### src/hw/rtl/cis_pkg.sv
// ----------------------------------------------------------------------------
// cis_pkg
// shared widths, character codes, scanner state type and output word type for
// the comment and indent stripper
// ----------------------------------------------------------------------------
package cis_pkg;

  localparam int unsigned CHAR_W = 8;

  localparam logic [CHAR_W-1:0] CH_SLASH   = 8'h2F;
  localparam logic [CHAR_W-1:0] CH_STAR    = 8'h2A;
  localparam logic [CHAR_W-1:0] CH_NEWLINE = 8'h0A;
  localparam logic [CHAR_W-1:0] CH_TAB     = 8'h09;
  localparam logic [CHAR_W-1:0] CH_SPACE   = 8'h20;

  typedef enum logic [4:0] {
    ST_NORMAL     = 5'b00001,
    ST_SLASH      = 5'b00010,
    ST_LINE       = 5'b00100,
    ST_BLOCK      = 5'b01000,
    ST_BLOCK_STAR = 5'b10000
  } scan_state_t;

  typedef struct packed {
    logic [CHAR_W-1:0] data;
    logic              last;
  } out_word_t;

endpackage

### src/hw/rtl/comment_and_indent_stripper.sv
// ----------------------------------------------------------------------------
// comment_and_indent_stripper
// removes c style comments and, optionally, leading blanks of each line
// ----------------------------------------------------------------------------
// One text byte is taken per cycle on in_*; each byte yields zero, one or two
// bytes on out_*, the last of them flagged by out_tlast. Scanning and blank
// filtering finish in the cycle a byte is accepted and land in a two-entry
// output buffer, so bytes flow at one per cycle while out_tready is high; a
// byte that releases two words (a held slash plus the byte after it) holds
// in_tready low until the buffer has passed on the first of its two words.
// The leading blank filter is enabled by cfg_data (reset 1); the user must
// write it only while the block is idle, as the block does not enforce this.
// A slash still held at the end of the text is never released.
module comment_and_indent_stripper (
  input  logic                       clk,
  input  logic                       rst_n,
  // configuration
  input  logic                       cfg_valid,
  output logic                       cfg_ready,
  input  logic                       cfg_data,    // strip_leading_blanks
  // input stream
  input  logic                       in_tvalid,
  output logic                       in_tready,
  input  logic [cis_pkg::CHAR_W-1:0] in_tdata,    // char_in
  // output stream
  output logic                       out_tvalid,
  input  logic                       out_tready,
  output logic [cis_pkg::CHAR_W-1:0] out_tdata,   // char_out
  output logic                       out_tlast    // last_of_run
);

  cis_pkg::scan_state_t state_r, state_nxt;
  logic                 als_r, als_nxt;
  logic                 strip_r;
  cis_pkg::out_word_t   q0_r, q1_r, q0_nxt, q1_nxt;
  logic [1:0]           cnt_r, cnt_nxt;

  logic                       in_acc, out_acc;
  logic                       e0_v, e1_v, k0, k1;
  logic [cis_pkg::CHAR_W-1:0] e0_d, e1_d;
  logic                       als_mid;
  logic                       blank0, blank1;

  assign cfg_ready  = 1'b1;
  assign in_tready  = (cnt_r == 2'd0) || ((cnt_r == 2'd1) && out_tready);
  assign in_acc     = in_tvalid && in_tready;
  assign out_tvalid = (cnt_r != 2'd0);
  assign out_acc    = out_tvalid && out_tready;
  assign out_tdata  = q0_r.data;
  assign out_tlast  = q0_r.last;

  // comment scanner
  always_comb begin
    state_nxt = state_r;
    e0_v      = 1'b0;
    e0_d      = in_tdata;
    e1_v      = 1'b0;
    e1_d      = in_tdata;
    case (state_r)
      cis_pkg::ST_SLASH: begin
        if (in_tdata == cis_pkg::CH_SLASH) begin
          state_nxt = cis_pkg::ST_LINE;
        end else if (in_tdata == cis_pkg::CH_STAR) begin
          state_nxt = cis_pkg::ST_BLOCK;
        end else begin
          state_nxt = cis_pkg::ST_NORMAL;
          e0_v      = 1'b1;
          e0_d      = cis_pkg::CH_SLASH;
          e1_v      = 1'b1;
        end
      end
      cis_pkg::ST_LINE: begin
        if (in_tdata == cis_pkg::CH_NEWLINE) begin
          state_nxt = cis_pkg::ST_NORMAL;
          e0_v      = 1'b1;
        end
      end
      cis_pkg::ST_BLOCK: begin
        if (in_tdata == cis_pkg::CH_STAR) begin
          state_nxt = cis_pkg::ST_BLOCK_STAR;
        end
      end
      cis_pkg::ST_BLOCK_STAR: begin
        if (in_tdata == cis_pkg::CH_SLASH) begin
          state_nxt = cis_pkg::ST_NORMAL;
        end else if (in_tdata != cis_pkg::CH_STAR) begin
          state_nxt = cis_pkg::ST_BLOCK;
        end
      end
      default: begin
        if (in_tdata == cis_pkg::CH_SLASH) begin
          state_nxt = cis_pkg::ST_SLASH;
        end else begin
          state_nxt = cis_pkg::ST_NORMAL;
          e0_v      = 1'b1;
        end
      end
    endcase
  end

  // leading blank filter, first word then second
  always_comb begin
    blank0  = (e0_d == cis_pkg::CH_SPACE) || (e0_d == cis_pkg::CH_TAB);
    blank1  = (e1_d == cis_pkg::CH_SPACE) || (e1_d == cis_pkg::CH_TAB);
    als_mid = als_r;
    k0      = 1'b0;
    if (e0_v) begin
      k0 = !(blank0 && als_r && strip_r);
      if (e0_d == cis_pkg::CH_NEWLINE) begin
        als_mid = 1'b1;
      end else if (!blank0) begin
        als_mid = 1'b0;
      end
    end
    als_nxt = als_mid;
    k1      = 1'b0;
    if (e1_v) begin
      k1 = !(blank1 && als_mid && strip_r);
      if (e1_d == cis_pkg::CH_NEWLINE) begin
        als_nxt = 1'b1;
      end else if (!blank1) begin
        als_nxt = 1'b0;
      end
    end
  end

  // output buffer
  always_comb begin
    q0_nxt  = q0_r;
    q1_nxt  = q1_r;
    cnt_nxt = cnt_r;
    if (in_acc) begin
      if (k0) begin
        q0_nxt.data = e0_d;
        q0_nxt.last = !k1;
        q1_nxt.data = e1_d;
        q1_nxt.last = 1'b1;
      end else begin
        q0_nxt.data = e1_d;
        q0_nxt.last = 1'b1;
      end
      cnt_nxt = {1'b0, k0} + {1'b0, k1};
    end else if (out_acc) begin
      q0_nxt  = q1_r;
      cnt_nxt = cnt_r - 2'd1;
    end
  end

  always_ff @(posedge clk) begin
    if (!rst_n) begin
      state_r <= cis_pkg::ST_NORMAL;
      als_r   <= 1'b1;
      strip_r <= 1'b1;
      cnt_r   <= 2'd0;
    end else begin
      if (in_acc) begin
        state_r <= state_nxt;
        als_r   <= als_nxt;
      end
      if (cfg_valid) begin
        strip_r <= cfg_data;
      end
      cnt_r <= cnt_nxt;
    end
  end

  always_ff @(posedge clk) begin
    q0_r <= q0_nxt;
    q1_r <= q1_nxt;
  end

endmodule

### config.mk
export PLATFORM = sky130hd
export DESIGN_NAME = comment_and_indent_stripper
export DESIGN_NICKNAME = d
export VERILOG_FILES = /design/src/hw/rtl/cis_pkg.sv /design/src/hw/rtl/comment_and_indent_stripper.sv
export SDC_FILE = /design/constraint.sdc
export NUM_CORES = 1
export LEC_CHECK = 0
export ABC_AREA = 1
export BUFFER_PORTS_ARGS = -buffer_cell sky130_fd_sc_hd__buf_2
export CAP_MARGIN = 25
export CORE_ASPECT_RATIO = 1.2
export CORE_MARGIN = 8
export CORE_UTILIZATION = 45
export DETAILED_ROUTE_END_ITERATION = 8
export GPL_TIMING_DRIVEN = 0
export PLACE_DENSITY = 0.66
export SYNTH_ARGS = -nofsm -noshare
export SYNTH_HDL_FRONTEND = slang
export SYNTH_SLANG_ARGS = --single-unit
### constraint.sdc
create_clock -name clk -period 3.81 [get_ports clk]
set_clock_uncertainty 0.2 [all_clocks]
set_input_delay 0.381 -clock clk [delete_from_list [all_inputs] [get_ports clk]]
set_output_delay 0.381 -clock clk [all_outputs]
set_load 0.005 [all_outputs]
# Word-level counts from Yosys, hierarchy flattened
# Cells that the tools add are included.
word_totals:
  in_bits: 14
  wordCells: 75
  ff_bits: 26
  output_inout_bits: 12
classes:
  reduce_logical: 19
  muxes: 30
  n_eq_ne: 17
  n_addsub: 2
ops:
  columns: ["cell", "n"]
  rows:
  - ["$eq 8x4->1 const B", 4]
  - ["$eq 8x6->1 const B", 4]
  - ["$mux 9", 3]
  - ["$mux 8", 3]
  - ["$mux 5", 4]
  - ["$pmux 5 s4", 1]
  - ["$mux 1", 13]
  - ["$mux 4", 2]
  - ["$ne 8x6->1 const B", 1]
  - ["$logic_and 1x1->1", 7]
  - ["$mux 2", 3]
  - ["$eq 5x2->1 const B", 1]
  - ["$eq 5x3->1 const B", 1]
  - ["$eq 5x4->1 const B", 1]
  - ["$eq 5x5->1 const B", 1]
  - ["$ne 2x2->1 const B", 2]
  - ["$reduce_and 4->1", 1]
  - ["$reduce_bool 2->1", 2]
  - ["$logic_not 1->1", 3]
  - ["$logic_or 1x1->1", 3]
  - ["$ne 3x3->1 const B", 1]
  - ["$pmux 1 s3", 1]
  - ["$add 1x1->2", 1]
  - ["$eq 2x1->1 const B", 1]
  - ["other kinds (4)", 4]

# Depth between registers and ports, before layout
logic_depth:
  ltp_word: 16
  mapped_depth: 15
  ltp_nobuf: 15

# Least setup slack after synthesis
# No wires, ideal clock.
synth_path:
  path_kind: "input to register"
  start: "in in_tdata[7] (netlist bit)"
  end: "reg cnt_r[0]"
  path_buffers: 0
  slack_ns: 1.788
  setup_ns: 0.117
  arrival_ns: 1.705
  required_ns: 3.493
  path_stages: 13
  path_cell_list: "nor2_1 nand2_2 nor2_8 nand3_2 nand2_1 nand2_2 o21ai_2 inv_1 ha_1 nand2_1 o211ai_1 o211ai_1 inv_1"
synth_via:
  elab_chain_cells: 15
  elab_cells_between_ends: 32
  cone_classes: "add/sub: 1; eq/ne: 8; mux: 15; reduce/logical: 8"
synth_lines:
  columns: ["element", "line_no", "text"]
  rows:
  - ["start, declared", "comment_and_indent_stripper.sv:24", "input logic [cis_pkg::CHAR_W-1:0] in_tdata,"]
  - ["$eq 8x6->1", "comment_and_indent_stripper.sv:63", "end else if (in_tdata == cis_pkg::CH_STAR) begin"]
  - ["$mux 8", "comment_and_indent_stripper.sv:63", null]
  - ["$mux 8", "comment_and_indent_stripper.sv:61", "if (in_tdata == cis_pkg::CH_SLASH) begin"]
  - ["$mux 8", "comment_and_indent_stripper.sv:59", "case (state_r)"]
  - ["$eq 8x6->1 / $eq 8x4->1 (equally long branches)", "comment_and_indent_stripper.sv:103", "blank0 = (e0_d == cis_pkg::CH_SPACE) || (e0_d == cis_pkg::CH_TAB);"]
  - ["$logic_or 1x1->1", "comment_and_indent_stripper.sv:103", null]
  - ["$mux 1", "comment_and_indent_stripper.sv:111", "end else if (!blank0) begin"]
  - ["$mux 1", "comment_and_indent_stripper.sv:109", "if (e0_d == cis_pkg::CH_NEWLINE) begin"]
  - ["$mux 1", "comment_and_indent_stripper.sv:107", "if (e0_v) begin"]
  - ["$logic_and 1x1->1 (2 in a row)", "comment_and_indent_stripper.sv:118", "k1 = !(blank1 && als_mid && strip_r);"]
  - ["$logic_not 1->1", "comment_and_indent_stripper.sv:118", null]
  - ["$mux 1", "comment_and_indent_stripper.sv:117", "if (e1_v) begin"]
  - ["$add 1x1->2 (*)", "comment_and_indent_stripper.sv:142", "cnt_nxt = {1'b0, k0} + {1'b0, k1};"]
  - ["$mux 2 (*)", "comment_and_indent_stripper.sv:132", "if (in_acc) begin"]
  - ["end signal, assigned", "comment_and_indent_stripper.sv:163", "cnt_r <= cnt_nxt;"]
  - ["end, declared", "comment_and_indent_stripper.sv:36", "logic [1:0] cnt_r, cnt_nxt;"]
# Mark *: on every way between the ends. The rest lies on a longest branch, timed or not.
# A chain may end at the register's enable or synchronous reset.

# Final worst setup path
layout_path:
  start: "reg state_r[2]"
  end: "reg cnt_r[0]"
layout_via:
  elab_chain_cells: 13
  elab_cells_between_ends: 25
  cone_classes: "add/sub: 1; eq/ne: 7; mux: 9; reduce/logical: 8"
layout_lines:
  columns: ["element", "line_no", "text"]
  rows:
  - ["start, declared", "comment_and_indent_stripper.sv:32", "cis_pkg::scan_state_t state_r, state_nxt;"]
  - ["start signal, assigned", "comment_and_indent_stripper.sv:151", "state_r <= cis_pkg::ST_NORMAL;"]
  - ["start signal, assigned", "comment_and_indent_stripper.sv:157", "state_r <= state_nxt;"]
  - ["$eq 5x2->1", "comment_and_indent_stripper.sv:59", null]
  - ["$mux 8", "comment_and_indent_stripper.sv:59", null]
  - ["$eq 8x6->1 / $eq 8x4->1 (equally long branches)", "comment_and_indent_stripper.sv:103", null]
  - ["$logic_or 1x1->1", "comment_and_indent_stripper.sv:103", null]
  - ["$mux 1", "comment_and_indent_stripper.sv:111", null]
  - ["$mux 1", "comment_and_indent_stripper.sv:109", null]
  - ["$mux 1", "comment_and_indent_stripper.sv:107", null]
  - ["$logic_and 1x1->1 (2 in a row)", "comment_and_indent_stripper.sv:118", null]
  - ["$logic_not 1->1", "comment_and_indent_stripper.sv:118", null]
  - ["$mux 1", "comment_and_indent_stripper.sv:117", null]
  - ["$add 1x1->2 (*)", "comment_and_indent_stripper.sv:142", null]
  - ["$mux 2 (*)", "comment_and_indent_stripper.sv:132", null]
# Marks and branches as above.

==> impl.org <==
** Pwr
- Summing internal, switching and leakage power gives approximately 1.1 mW.
- For this design the ratio of total power to cell area is 628.1 mW/mm^2.
- Pleak :: about 0.79 nW
- The worst-case IR drop observed on VDD is around 0.00032 V.

** Logic synthesis
- The share of synthesized area in the top cell type comes to 0.3366.
- The netlist uses 31 different library cells.
- Cells after synthesis :: 179
- Flop and latch count out of synthesis :: 26
- Sequential area share after synthesis :: 0.4554
- By area the synthesized netlist is led by sky130_fd_sc_hd__edfxtp_1 34%, sky130_fd_sc_hd__dfxtp_1 12%, sky130_fd_sc_hd__nand2_1 12%.
- The largest total area in the synthesized netlist belongs to sky130_fd_sc_hd__edfxtp_1.
- Total nets after synthesis :: slightly below 200
- Mapped Area :: ~0.0015 sq mm
- Number of synthesis warnings :: 0
- Averaged over all synthesized cells, the footprint is around 8.5 sq um.

** Global route
- Number of antenna violations at the first check in global routing :: 0
- The first global-routing pass estimated 5.499 mm of wire.
- Pin count of the biggest net entering global routing :: 15
- Across every metal layer, demand over resource in global routing totals 0.1275.
- Number of global-route vias before repair :: 1322
- For this run the aggregate overflow at the end of global routing stands at 0.

** Min path
- Worst min-delay path class :: in2reg

** Floorplanning
- The die covers between 0.005 and 0.006 sq mm.
- The die is 68.99 um wide.
- During I/O placement, the number of pins put on the boundary was 26.
- Vertical die dimension :: between 70 and 80 um
- The total area inside the core boundary comes to 0.003281 sq mm.
- The floorplan has 23 rows.
- Initial Util :: 0.4622

** CTS
- Root buffer cell :: sky130_fd_sc_hd__clkbuf_8
- For the worst-skew pair, the clock arrives at the later sink with an insertion delay of ~0.27 ns.
- The number of hold buffers added after CTS was 0.
- Count of H-tree levels built during CTS :: 1
- TritonCTS built the clock tree.
- Maximum root-to-sink buffer count :: 2
- Counting the buffers created by CTS gives 3.
- Clock-pin slew was measured on the worst setup and hold paths at ~0.090 ns.
- Quantity of gates resized following cts :: 0
- CTS saw 26 sinks.
- Once the clock tree was built, the setup fixing pass inserted 0 buffers.

** Timing
- In the final timing run, aggregate negative setup slack is 0 ns.
- The final number of hold-violating endpoints was 0.
- Final period demand of the worst path :: 2.268 ns
- Measured against its own limit, the worst slew margin works out to 0.6671.
- The number of max-slew violations in the final report was 0.
- Achievable Freq :: 440.9 MHz
- Dividing the final minimum period by the clock period gives 0.5953.
- At the pin with the least slew margin, the transition time is 0.4981 ns.
- Post-route setup slack :: about 1.5 ns
- RSZ-0062 raised after global routing :: no
- Setup violations remaining at the end of the flow were counted as 0.

** Setup path
- Arrival @ worst endpoint :: ~2.2 ns
- CP Max Fanout :: 5
- The worst setup path is launched from a flip-flop.
- Required @ worst endpoint :: roughly 3.8 ns
- For this run, the slowest stage of the critical path takes 0.36 ns.
- Walking the worst path, the cells encountered are nor2_4 -> nand4_1 -> nand2_1 -> nand2_2 -> nand2_2 -> nand3_2 -> o21ai_2 -> inv_1 -> ha_1 -> nand2_1 -> o211ai_1 -> o211ai_1 -> inv_1.
- For this design, the slowest cell found on the critical path is sky130_fd_sc_hd__dfxtp_1.
- CP Class :: reg2reg
- The worst setup path is captured at a flip-flop.

** Place
- Worst Setup Slack post-DPL :: around 1.5 ns
- Routability-driven placement finished with a final weighted congestion of approximately 0.85.
- Placed wire-length estimate :: 2.608 mm
- Count of buffers from port buffering :: 23
- Placed standard-cell area :: 0.001678 sq mm

** Finish
- Cell area after layout :: 0.001723 sq mm
- Final design utilization :: 0.5252
- The number of antenna diodes in the final layout is 0.
- The area growth from synthesis to layout is 13.61%.
- Commonest non-fill, non-tap cell in the layout :: sky130_fd_sc_hd__nand2_1
- Fraction of layout cells with a size suffix above 1 :: 0.2767
- Most frequent cells in the layout :: 47 x sky130_fd_sc_hd__nand2_1, 23 x sky130_fd_sc_hd__buf_2, 19 x sky130_fd_sc_hd__inv_1, 17 x sky130_fd_sc_hd__edfxtp_1, 14 x sky130_fd_sc_hd__nor2_1
- The sequential cells in the finished layout cover a total of 690.7 sq um.
- In the final design database the tool counted 224 nets.
- The multi-input combinational cells in the finished layout cover a total of between 700 and 800 sq um.
- Fillcell total :: 303

** Detailed routing
- The first routing iteration left 53 violations.
- Summed over all layers, the routed wires come to 3.272 mm.
- Summing over every cut layer, the via total after detailed routing is approximately 1300.
- In the routed design, unresolved DRC markers number 0.
- For this run, the detailed router's first-pass iteration total came to 4.
- Final routed wire length divided by cell count :: 13.47 um
- Vias per cell :: 5.202
- DRT antenna net count :: 0

** Flow run
- Max-cap viol count :: 0

** Run status
- Run status :: completed
-- layout make-up --
class	instances	share of cell area
repair buffers	23	0.06681
multi-input cells	125	0.4125
clock buffers	4	0.02614
inverters	24	0.05374
flip-flops and latches	26	0.4009
well taps	37	0.02687
plain buffers	4	0.01307
-- metrics by stage --
step	instances	hold WS [ns]
after floorplan	179	0.2491
after global placement	239	0.2664
after detailed placement	239	0.2688
after CTS	243	0.1057
after global routing	243	0.1151
final	243	0.1137
-- state kept, by name, indices dropped and copies added (netlist names) --
register and count:
als_r 1, cnt_r 2, out_tdata 8, out_tlast 1
q1_r 8, state_r 5, strip_r 1
-- per-layer routing --
layer  up-vias  GRT usage  part of all wire  wire, um
li1        640          -                 -         -
met1       591     0.1261              0.39      1268
met2        24     0.2410              0.54      1764
met3         9    0.01966             0.051       167
met4         0    0.06237             0.022        72
met5         -          0                 0         0
-- synth_stat cells --
cell,number
sky130_fd_sc_hd__inv_4,1
sky130_fd_sc_hd__dfxtp_1,9
sky130_fd_sc_hd__conb_1,1
sky130_fd_sc_hd__or2_2,1
sky130_fd_sc_hd__nand3_2,3
sky130_fd_sc_hd__o31ai_1,3
sky130_fd_sc_hd__buf_4,2
sky130_fd_sc_hd__nand3_1,7
sky130_fd_sc_hd__nor2_1,14
sky130_fd_sc_hd__inv_2,4
sky130_fd_sc_hd__o21ai_1,4
sky130_fd_sc_hd__nor2_2,6
sky130_fd_sc_hd__o21ai_0,7
sky130_fd_sc_hd__nor3_4,1
sky130_fd_sc_hd__nor2_8,3
sky130_fd_sc_hd__a31oi_1,3
sky130_fd_sc_hd__ha_1,3
sky130_fd_sc_hd__edfxtp_1,17
sky130_fd_sc_hd__a21boi_0,1
sky130_fd_sc_hd__inv_1,19
sky130_fd_sc_hd__o211ai_1,5
sky130_fd_sc_hd__nand3b_1,1
sky130_fd_sc_hd__nand2_4,2
sky130_fd_sc_hd__o21ai_2,1
sky130_fd_sc_hd__nor3_1,1
sky130_fd_sc_hd__nand2_1,47
sky130_fd_sc_hd__nand2_2,6
sky130_fd_sc_hd__a21oi_1,3
sky130_fd_sc_hd__nor2_4,1
sky130_fd_sc_hd__clkbuf_1,2
sky130_fd_sc_hd__nand4_1,1
-- worst max-delay path, delay by kind of cell, from the launching register on --
family | cells | cell delay [ns]
AND/OR/NAND/NOR | 7 | 0.85
flip-flops | 1 | 0.36
AO/OA/AOI/OAI | 3 | 0.36
adder cells (fa/ha/maj) | 1 | 0.28
buffers and inverters | 2 | 0.12
-- logic make-up (layout without fill, tap and decap cells) --
kind of cell,count (synthesis),in the layout,synth area share
adders and majority gates,3,3,0.02476
and+or+nand+nor,94,94,0.3325
other,1,1,0.002473
buffers and inverters,28,55,0.07591
DFF,26,26,0.4554
AOI/OAI and AO/OA,27,27,0.1089
-- worst paths after layout --
| path | start | end | slack (ns) | cells after the start |
|---|---|---|---|---|
| max | state_r[2]$_SDFFE_PN0P_ | cnt_r[0]$_SDFFE_PN0P_ | 1.54 | 13 |
| min | in_tdata[6] | q1_r[7]$_DFFE_PP_ | 0.11 | 1 |
| max reg2reg | state_r[2]$_SDFFE_PN0P_ | cnt_r[0]$_SDFFE_PN0P_ | 1.54 | 13 |
| min reg2reg | als_r$_SDFFE_PN1P_ | als_r$_SDFFE_PN1P_ | 0.29 | 2 |
-- report_power, final --
group	leakage [nW]	internal, mW	total (mW)	switching (mW)
logic	0.529	0.165	0.449	0.285
clock network	0.0228	0.0748	0.158	0.0832
registers	0.234	0.429	0.475	0.0461
Note: power is estimated with default switching activity, not from simulation.
